## config.mk

```make
export PLATFORM = sky130hd
export DESIGN_NAME = multi_channel_down_timer_top
export DESIGN_NICKNAME = d
export VERILOG_FILES = /design/src/rtl/core/mcdt_pkg.sv /design/src/rtl/core/multi_channel_down_timer_top.sv /design/src/rtl/core/mcdt_decode.sv /design/src/rtl/core/mcdt_timer.sv
export SDC_FILE = /design/constraint.sdc
export NUM_CORES = 2
export LEC_CHECK = 0
export BUFFER_PORTS_ARGS = -buffer_cell sky130_fd_sc_hd__buf_2
export CELL_PAD_IN_SITES_DETAIL_PLACEMENT = 1
export CELL_PAD_IN_SITES_GLOBAL_PLACEMENT = 1
export CORE_AREA = 3 3 258 260
export CTS_CLUSTER_DIAMETER = 200
export DETAILED_ROUTE_END_ITERATION = 12
export DIE_AREA = 0 0 261 263
export GPL_ROUTABILITY_DRIVEN = 0
export PLACE_DENSITY_LB_ADDON = 0.1
export SYNTH_ARGS = -nofsm -noshare
export SYNTH_HDL_FRONTEND = slang
export SYNTH_SLANG_ARGS = --single-unit
```

## constraint.sdc

```tcl
create_clock -name i_clk -period 14.45 [get_ports i_clk]
set_clock_uncertainty 0.15 [all_clocks]
set_input_delay 2.1675 -clock i_clk [delete_from_list [all_inputs] [get_ports i_clk]]
set_output_delay 2.1675 -clock i_clk [all_outputs]
set_load 0.005 [all_outputs]
```

## src/rtl/core/mcdt_pkg.sv

```systemverilog
`default_nettype none

package mcdt_pkg;

    // Bank size and counter width
    localparam int NUM_TIMERS  = 6;
    localparam int COUNT_WIDTH = 32;
    localparam int TIMER_IDX_W = (NUM_TIMERS > 1) ? $clog2(NUM_TIMERS) : 1;

    // Fixed field widths of the bus items and the timer registers
    localparam int MODE_W = 2;
    localparam int ADDR_W = 8;
    localparam int DATA_W = 32;
    localparam int IRQ_W  = 6;
    localparam int CTL_W  = 8;
    localparam int PSC_W  = 7;

    // Streaming data widths, padded to whole bytes
    localparam int S_TDATA_W = ((ADDR_W + DATA_W + 7) / 8) * 8;
    localparam int M_TDATA_W = ((DATA_W + IRQ_W + 7) / 8) * 8;

    // Control register bits
    localparam int CTL_ENABLE_BIT  = 0;
    localparam int CTL_RELOAD_BIT  = 1;
    localparam int CTL_PSC_LSB     = 4;
    localparam int CTL_PSC_MSB     = 6;
    localparam int CTL_ONESHOT_BIT = 7;

    // Item kinds carried in tuser
    typedef enum logic [MODE_W-1:0] {
        MODE_TICK  = 2'd0,
        MODE_READ  = 2'd1,
        MODE_WRITE = 2'd2,
        MODE_NOP   = 2'd3
    } t_mode;

    // Register selected by an address
    typedef enum logic [2:0] {
        REG_NONE,
        REG_IRQ_EN,
        REG_IRQ_STA,
        REG_CTL,
        REG_IVL,
        REG_CNT
    } t_reg_kind;

    // Address offsets
    localparam logic [ADDR_W-1:0] ADDR_IRQ_EN  = 8'h00;
    localparam logic [ADDR_W-1:0] ADDR_IRQ_STA = 8'h04;
    localparam logic [3:0]        OFF_CTL      = 4'h0;
    localparam logic [3:0]        OFF_IVL      = 4'h4;
    localparam logic [3:0]        OFF_CNT      = 4'h8;

    typedef struct packed {
        t_reg_kind               kind;
        logic [TIMER_IDX_W-1:0]  timer;
    } t_dec;

    // Per-timer command for the processing cycle
    typedef struct packed {
        logic tick;
        logic wr_ctl;
        logic wr_ivl;
        logic wr_cnt;
    } t_tmr_cmd;

endpackage

`default_nettype wire

```

## src/rtl/core/multi_channel_down_timer_top.sv

```systemverilog
`default_nettype none

// Bank of down-counting timers behind a small register map. Each input item is
// a timer tick, a register read or a register write (tuser selects which);
// each gives exactly one result item with the read data (zero for anything but
// a mapped read) and the interrupt lines after the item. The block takes one
// item every clock cycle: an item waits in the input register, all timers and
// interrupt bits are updated in the single processing stage that follows, and
// the result lands in the output register, so the throughput of one item per
// cycle is set by that one processing stage. Only back-pressure on the result
// side slows acceptance.
module multi_channel_down_timer_top (
    input  wire logic                              i_clk,
    input  wire logic                              i_rst_n,
    // tdata: bus_address[7:0], write_data[39:8]
    input  wire logic [mcdt_pkg::S_TDATA_W-1:0]    i_s_tdata,
    // tuser: mode[1:0]
    input  wire logic [mcdt_pkg::MODE_W-1:0]       i_s_tuser,
    input  wire logic                              i_s_tvalid,
    output logic                                   o_s_tready,
    // tdata: read_data[31:0], irq_lines[37:32], zero[39:38]
    output logic [mcdt_pkg::M_TDATA_W-1:0]         o_m_tdata,
    output logic                                   o_m_tvalid,
    input  wire logic                              i_m_tready
);
    import mcdt_pkg::*;

    // Input register
    logic                   r_in_valid;
    logic [MODE_W-1:0]      r_in_mode;
    logic [ADDR_W-1:0]      r_in_addr;
    logic [DATA_W-1:0]      r_in_wdata;

    // Result register
    logic                   r_out_valid;
    logic [DATA_W-1:0]      r_out_rdata;
    logic [IRQ_W-1:0]       r_out_irq;

    // Interrupt registers
    logic [NUM_TIMERS-1:0]  r_irq_en, n_irq_en;
    logic [NUM_TIMERS-1:0]  r_irq_pend, n_irq_pend;

    logic                   w_advance;
    logic                   w_proc;
    t_mode                  w_mode;
    t_dec                   w_dec;
    logic                   w_wr;
    logic [DATA_W-1:0]      w_rdata;
    logic [NUM_TIMERS-1:0]  w_fire;
    t_tmr_cmd               w_cmd   [NUM_TIMERS];
    logic [CTL_W-1:0]       w_ctl   [NUM_TIMERS];
    logic [COUNT_WIDTH-1:0] w_ivl   [NUM_TIMERS];
    logic [COUNT_WIDTH-1:0] w_cnt   [NUM_TIMERS];

    assign w_advance  = !r_out_valid || i_m_tready;
    assign w_proc     = r_in_valid && w_advance;
    assign o_s_tready = !r_in_valid || w_advance;
    assign w_mode     = t_mode'(r_in_mode);
    assign w_wr       = w_proc && (w_mode == MODE_WRITE);

    mcdt_decode u_decode (
        .i_addr (r_in_addr),
        .o_dec  (w_dec)
    );

    // Timer channels
    for (genvar g = 0; g < NUM_TIMERS; g++) begin : g_tmr
        always_comb begin
            w_cmd[g].tick   = w_proc && (w_mode == MODE_TICK);
            w_cmd[g].wr_ctl = w_wr && (w_dec.kind == REG_CTL)
                              && (w_dec.timer == TIMER_IDX_W'(g));
            w_cmd[g].wr_ivl = w_wr && (w_dec.kind == REG_IVL)
                              && (w_dec.timer == TIMER_IDX_W'(g));
            w_cmd[g].wr_cnt = w_wr && (w_dec.kind == REG_CNT)
                              && (w_dec.timer == TIMER_IDX_W'(g));
        end

        mcdt_timer u_timer (
            .i_clk   (i_clk),
            .i_rst_n (i_rst_n),
            .i_cmd   (w_cmd[g]),
            .i_wdata (r_in_wdata),
            .o_ctl   (w_ctl[g]),
            .o_ivl   (w_ivl[g]),
            .o_cnt   (w_cnt[g]),
            .o_fire  (w_fire[g])
        );
    end

    // Update interrupt enable and pending bits
    always_comb begin
        n_irq_en   = r_irq_en;
        n_irq_pend = r_irq_pend | w_fire;
        if (w_wr && (w_dec.kind == REG_IRQ_EN)) begin
            n_irq_en = r_in_wdata[NUM_TIMERS-1:0];
        end
        if (w_wr && (w_dec.kind == REG_IRQ_STA)) begin
            n_irq_pend = r_irq_pend & ~r_in_wdata[NUM_TIMERS-1:0];
        end
    end

    // Select read data
    always_comb begin
        w_rdata = '0;
        if (w_mode == MODE_READ) begin
            case (w_dec.kind)
                REG_IRQ_EN:  w_rdata = DATA_W'(r_irq_en);
                REG_IRQ_STA: w_rdata = DATA_W'(r_irq_pend);
                REG_CTL:     w_rdata = DATA_W'(w_ctl[w_dec.timer]);
                REG_IVL:     w_rdata = DATA_W'(w_ivl[w_dec.timer]);
                REG_CNT:     w_rdata = DATA_W'(w_cnt[w_dec.timer]);
                default:     w_rdata = '0;
            endcase
        end
    end

    // Control registers
    always_ff @(posedge i_clk) begin
        if (!i_rst_n) begin
            r_in_valid  <= 1'b0;
            r_out_valid <= 1'b0;
            r_irq_en    <= '0;
            r_irq_pend  <= '0;
        end else begin
            if (o_s_tready) begin
                r_in_valid <= i_s_tvalid;
            end
            if (w_advance) begin
                r_out_valid <= r_in_valid;
            end
            if (w_proc) begin
                r_irq_en   <= n_irq_en;
                r_irq_pend <= n_irq_pend;
            end
        end
    end

    // Payload registers
    always_ff @(posedge i_clk) begin
        if (o_s_tready && i_s_tvalid) begin
            r_in_mode  <= i_s_tuser;
            r_in_addr  <= i_s_tdata[ADDR_W-1:0];
            r_in_wdata <= i_s_tdata[ADDR_W+DATA_W-1:ADDR_W];
        end
        if (w_proc) begin
            r_out_rdata <= w_rdata;
            r_out_irq   <= IRQ_W'(n_irq_pend & n_irq_en);
        end
    end

    assign o_m_tvalid = r_out_valid;
    assign o_m_tdata  = M_TDATA_W'({r_out_irq, r_out_rdata});

endmodule

`default_nettype wire

```

## src/rtl/core/mcdt_decode.sv

```systemverilog
`default_nettype none

module mcdt_decode (
    input  wire logic [mcdt_pkg::ADDR_W-1:0] i_addr,
    output mcdt_pkg::t_dec                   o_dec
);
    import mcdt_pkg::*;

    logic [3:0] w_slot;
    logic [3:0] w_off;

    assign w_slot = i_addr[7:4] - 4'd1;
    assign w_off  = i_addr[3:0];

    // Map a byte offset to a register and a timer index
    always_comb begin
        o_dec.kind  = REG_NONE;
        o_dec.timer = w_slot[TIMER_IDX_W-1:0];
        if (i_addr[1:0] != 2'b00) begin
            o_dec.kind = REG_NONE;
        end else if (i_addr[7:4] == 4'd0) begin
            if (i_addr == ADDR_IRQ_EN) begin
                o_dec.kind = REG_IRQ_EN;
            end else if (i_addr == ADDR_IRQ_STA) begin
                o_dec.kind = REG_IRQ_STA;
            end
        end else if (32'(w_slot) < NUM_TIMERS) begin
            case (w_off)
                OFF_CTL: o_dec.kind = REG_CTL;
                OFF_IVL: o_dec.kind = REG_IVL;
                OFF_CNT: o_dec.kind = REG_CNT;
                default: o_dec.kind = REG_NONE;
            endcase
        end
    end

endmodule

`default_nettype wire

```

## src/rtl/core/mcdt_timer.sv

```systemverilog
`default_nettype none

module mcdt_timer (
    input  wire logic                             i_clk,
    input  wire logic                             i_rst_n,
    input  mcdt_pkg::t_tmr_cmd                    i_cmd,
    input  wire logic [mcdt_pkg::DATA_W-1:0]      i_wdata,
    output logic [mcdt_pkg::CTL_W-1:0]            o_ctl,
    output logic [mcdt_pkg::COUNT_WIDTH-1:0]      o_ivl,
    output logic [mcdt_pkg::COUNT_WIDTH-1:0]      o_cnt,
    output logic                                  o_fire
);
    import mcdt_pkg::*;

    logic [CTL_W-1:0]       r_ctl, n_ctl;
    logic [COUNT_WIDTH-1:0] r_ivl, n_ivl;
    logic [COUNT_WIDTH-1:0] r_cnt, n_cnt;
    logic [PSC_W-1:0]       r_psc, n_psc;
    logic [PSC_W:0]         w_psc_inc;
    logic [PSC_W:0]         w_div;

    assign w_psc_inc = {1'b0, r_psc} + {{PSC_W{1'b0}}, 1'b1};
    assign w_div     = {{PSC_W{1'b0}}, 1'b1} << r_ctl[CTL_PSC_MSB:CTL_PSC_LSB];

    // Advance on a tick, or take a register write
    always_comb begin
        n_ctl  = r_ctl;
        n_ivl  = r_ivl;
        n_cnt  = r_cnt;
        n_psc  = r_psc;
        o_fire = 1'b0;
        if (i_cmd.tick && r_ctl[CTL_ENABLE_BIT]) begin
            if (w_psc_inc < w_div) begin
                n_psc = w_psc_inc[PSC_W-1:0];
            end else begin
                n_psc = '0;
                if (r_cnt <= COUNT_WIDTH'(1)) begin
                    o_fire = 1'b1;
                    if (r_ctl[CTL_ONESHOT_BIT]) begin
                        n_cnt                 = '0;
                        n_ctl[CTL_ENABLE_BIT] = 1'b0;
                    end else begin
                        n_cnt = r_ivl;
                    end
                end else begin
                    n_cnt = r_cnt - COUNT_WIDTH'(1);
                end
            end
        end
        if (i_cmd.wr_ctl) begin
            n_ctl                 = i_wdata[CTL_W-1:0];
            n_ctl[CTL_RELOAD_BIT] = 1'b0;
            if (i_wdata[CTL_RELOAD_BIT]) begin
                n_cnt = r_ivl;
                n_psc = '0;
            end
        end
        if (i_cmd.wr_ivl) begin
            n_ivl = i_wdata[COUNT_WIDTH-1:0];
        end
        if (i_cmd.wr_cnt) begin
            n_cnt = i_wdata[COUNT_WIDTH-1:0];
        end
    end

    // Hold timer state
    always_ff @(posedge i_clk) begin
        if (!i_rst_n) begin
            r_ctl <= '0;
            r_ivl <= '0;
            r_cnt <= '0;
            r_psc <= '0;
        end else begin
            r_ctl <= n_ctl;
            r_ivl <= n_ivl;
            r_cnt <= n_cnt;
            r_psc <= n_psc;
        end
    end

    assign o_ctl = r_ctl;
    assign o_ivl = r_ivl;
    assign o_cnt = r_cnt;

endmodule

`default_nettype wire

```

==> summary.md <==
| Metric | Value |
|---|---|
| Run status | complete, no violations |
| Number of top-level design ports | 88 |
| Number of buffers added for setup after CTS | 0 |
| Reg2Reg Depth | 10 |
| Clock Tree Root | sky130_fd_sc_hd__clkbuf_16 |
| Total congestion overflow | 0 |
| VDD IR max | 0.0960 mV |
| Number of synthesized register bits | 562 |
| Initial standard-cell utilization of the core | 0.519 |
| Cell count after synthesis | 4,172 |
| Routed wire per std cell | 29.0 um |
| Combinational fraction of design power | 0.044 |
| Int Pwr | 2.75 mW |
| Insertion delay of the later-clocked pin in the worst-skew pair | 0.62 ns |
| Die ar. | 68,600 um2 |
| Ratio of cells with drive above 1 in the final layout | 0.106 |
| Port Buf Inserts | 85 |
| Number of distinct standard cells referenced by the synthesized netlist | 90 |
| Critical path fanouts, max | 51 |
| Reg-to-reg critical path endpoint | g_tmr[3].u_timer.o_cnt[3]$_SDFF_PN0_ |
| Warning count from the yosys run | 0 |
| Type of origin of the critical path | register |
| Worst-Margin Slew | 1.20 ns |
| Die X | 261 um |
| Remaining number of nets flagged by the antenna check after routing | 0 |
| Worst path required time | 14.82 ns |
| Commonest cells in the netlist | sky130_fd_sc_hd__nand2_1 (613), sky130_fd_sc_hd__a21oi_1 (506), sky130_fd_sc_hd__dfxtp_1 (482), sky130_fd_sc_hd__clkbuf_1 (324), sky130_fd_sc_hd__nor2_1 (279) |
| Sequential cell area fraction in the yosys report | 0.361 |
| Count leader, synth | sky130_fd_sc_hd__nand2_1 |
| Clock share of power | 0.505 |
| Chip height | 263 um |
| Static Leak | 12.7 nW |
| Setup Total Neg Slack | 0 ns |
| Post-synthesis instance area | 33,400 um2 |
| F_max | 0.175 GHz |
| Switching share of total power | 0.241 |
| Clock buffers created by TritonCTS | 68 |
| Half-perimeter wire length after placement | 98.8 mm |
| Cell Area, Placed | 34,200 um2 |
| TritonCTS clock tree | yes |
| Clk sinks | 562 |
| Post-detailed-route DRC marker count | 0 |
| Type of destination of the critical path | register |
| Via count of the first global-routing pass | 34,885 |
| Clock slew seen by the registers of the worst setup and hold paths | 0.06 ns |
| Final WL | 144 mm |
| Maximum buffer depth of the clock tree | 3 |
| Power share of the sequential group | 0.451 |
| Main area contributors after synthesis | sky130_fd_sc_hd__dfxtp_1 (29%), sky130_fd_sc_hd__a21oi_1 (7.6%), sky130_fd_sc_hd__edfxtp_1 (7.2%) |
| Iteration count of the initial detailed-routing pass | 6 |
| Top cell type's share of synthesized area | 0.289 |
| Count of hold-fix buffers inserted at cts | 0 |
| Net load switching power | 0.871 mW |
| Via density per instance | 7.17 |
| Max-slew violations | 0 |
| Final Cycle Share | 0.395 |
| Row count | 93 |
| Overall track demand over capacity in global routing | 0.405 |
| EDFF count, synth | 80 |
| Worst min-delay path category | register to register |
| Critical path type | register to register |
| Detailed router's first-iteration violation count | 4,686 |
| Proportion of register bits with asynchronous set or reset after synthesis | 0 |
| Reg-to-reg critical path startpoint | r_in_addr[4]$_DFFE_PP_ |
| Relative area change from synthesis to final layout | 9.52% |
| Final number of hold-violating endpoints | 0 |
| Number of antenna violations at the first check in global routing | 7 |
| Max capacitance violation total | 0 |
| Unrepaired setup endpoints after global routing | false |
| Period minus WS final | 5.71 ns |
| Wire length of the first global-routing pass | 215 mm |
| Filler instances | 7,779 |
| Cell type contributing the most total cell area after synthesis | sky130_fd_sc_hd__dfxtp_1 |
| Number of H-tree levels | 3 |
| Power density relative to cell area | 99.1 nW/um2 |
| Pin count of the biggest net entering global routing | 114 |
| Post-cts gate resize count | 0 |
| R2r setup slk | 8.74 ns |
| Primary FF master, synth | sky130_fd_sc_hd__dfxtp_1 |
| Total Nets Final | 4,157 |
| Signal arrival time at the worst endpoint | 6.08 ns |
| Critical path capture point | g_tmr[3].u_timer.o_cnt[3]$_SDFF_PN0_ |
| Number of endpoints failing setup at the final stage | 0 |
| Max_slew headroom | 0.199 |
| Post-Synthesis Mean Instance Area | 8.00 um2 |
| Critical path startpoint | r_in_addr[4]$_DFFE_PP_ |
| Core ar. | 64,300 um2 |
| Post-route standard cell area excluding fillers | 36,600 um2 |
| Overall via count from detail_route | 35,481 |
-- worst max-delay path, stage by stage, from the launching register on --
cell and delay (ns):
sky130_fd_sc_hd__edfxtp_1 0.33, sky130_fd_sc_hd__buf_4 0.62, sky130_fd_sc_hd__inv_1 0.21, sky130_fd_sc_hd__ha_2 0.37
sky130_fd_sc_hd__buf_4 0.59, sky130_fd_sc_hd__nor2b_1 0.18, sky130_fd_sc_hd__nor4_2 0.99, sky130_fd_sc_hd__nand2_1 0.64
sky130_fd_sc_hd__nor2_1 1.09, sky130_fd_sc_hd__a22oi_1 0.23, sky130_fd_sc_hd__o22ai_1 0.21
-- worst min path at each step --
stage	startpoint	to	cells after the start
final	g_tmr[5].u_timer.o_ctl[3]$_SDFFE_PN0P_	g_tmr[5].u_timer.o_ctl[3]$_SDFFE_PN0P_	2
after CTS	g_tmr[5].u_timer.o_ctl[3]$_SDFFE_PN0P_	g_tmr[5].u_timer.o_ctl[3]$_SDFFE_PN0P_	2
after detailed placement	g_tmr[3].u_timer.o_ctl[2]$_SDFFE_PN0P_	g_tmr[3].u_timer.o_ctl[2]$_SDFFE_PN0P_	2
after floorplan	g_tmr[2].u_timer.o_ctl[2]$_SDFFE_PN0P_	g_tmr[2].u_timer.o_ctl[2]$_SDFFE_PN0P_	2
after global routing	g_tmr[5].u_timer.o_ctl[3]$_SDFFE_PN0P_	g_tmr[5].u_timer.o_ctl[3]$_SDFFE_PN0P_	2
after global placement	g_tmr[2].u_timer.o_ctl[2]$_SDFFE_PN0P_	g_tmr[2].u_timer.o_ctl[2]$_SDFFE_PN0P_	2
-- cells by family after synthesis --
family                   synth area share
AO/OA/AOI/OAI                       0.259
other                            0.000112
flip-flops                          0.361
buffers and inverters              0.0513
multiplexers                       0.0742
adder cells (fa/ha/maj)            0.0247
AND/OR/NAND/NOR                     0.221
XOR/XNOR                          0.00866
-- layout by cell type, fill, tap and decap left out, types with 71 or more instances in the layout --
cell	instances
sky130_fd_sc_hd__clkbuf_16	71
sky130_fd_sc_hd__nand3_1	128
sky130_fd_sc_hd__o22ai_1	96
sky130_fd_sc_hd__mux4_2	71
sky130_fd_sc_hd__and3_1	91
sky130_fd_sc_hd__mux2i_1	81
sky130_fd_sc_hd__buf_2	84
sky130_fd_sc_hd__dfxtp_1	482
sky130_fd_sc_hd__a22oi_1	78
sky130_fd_sc_hd__edfxtp_1	80
sky130_fd_sc_hd__nor3_1	108
sky130_fd_sc_hd__nor2_1	268
sky130_fd_sc_hd__o21ai_0	227
sky130_fd_sc_hd__a31oi_1	92
sky130_fd_sc_hd__o221ai_1	108
sky130_fd_sc_hd__buf_4	94
sky130_fd_sc_hd__a21oi_1	505
sky130_fd_sc_hd__nand2_1	612
-- stage by stage --
stage | total power, mW | util | std cells | hold WS (ns) | worst slack, ns
6_report | 3.62 | 0.568 | 4951 | 0.306 | 8.74
5_1_grt | 3.70 | 0.568 | 4950 | 0.336 | 8.60
4_1_cts | 3.62 | 0.568 | 4950 | 0.306 | 8.83
3_5_place_dp | 1.82 | 0.532 | 4830 | 0.300 | 8.82
3_3_place_gp | 1.82 | 0.532 | 4830 | 0.294 | 8.87
2_1_floorplan | 1.75 | - | 4173 | 0.283 | 9.44
-- cell type report --
cell class | instances | area, um2 | area share
Antenna cell | 1 | 2.50 | 0.0000685
Clock inverter | 30 | 403 | 0.0110
Sequential cell | 562 | 12100 | 0.330
Multi-Input combinational cell | 3172 | 19700 | 0.540
Timing Repair Buffer | 179 | 1140 | 0.0311
Inverter | 62 | 240 | 0.00657
Tap cell | 855 | 1070 | 0.0293
Clock buffer | 90 | 1910 | 0.0522
-- metal layers --
metal,wire length (um),track usage
met1,55900,0.532
met4,8090,0.201
met5,69,0
met2,63700,0.627
met3,16000,0.0925
-- power by group through the flow --
stage | Clock, mW | Combinational (mW) | Sequential (mW)
after floorplan | 0 | 0.110 | 1.64
after global placement | 0 | 0.152 | 1.67
after detailed placement | 0 | 0.154 | 1.67
after CTS | 1.83 | 0.155 | 1.63
after global routing | 1.90 | 0.167 | 1.63
final | 1.83 | 0.159 | 1.63
-- state kept, by name, indices dropped and copies added (netlist names), 2 cells and up --
name and count:
g_tmr.u_timer.o_cnt 192, g_tmr.u_timer.o_ctl 42, g_tmr.u_timer.o_ivl 192, g_tmr.u_timer.r_psc 42, r_in_addr 8, r_in_mode 2
r_in_wdata 32, r_irq_en 6, r_irq_pend 6, r_out_irq 6, r_out_rdata 32
Power figures use the tool's default switching activity.
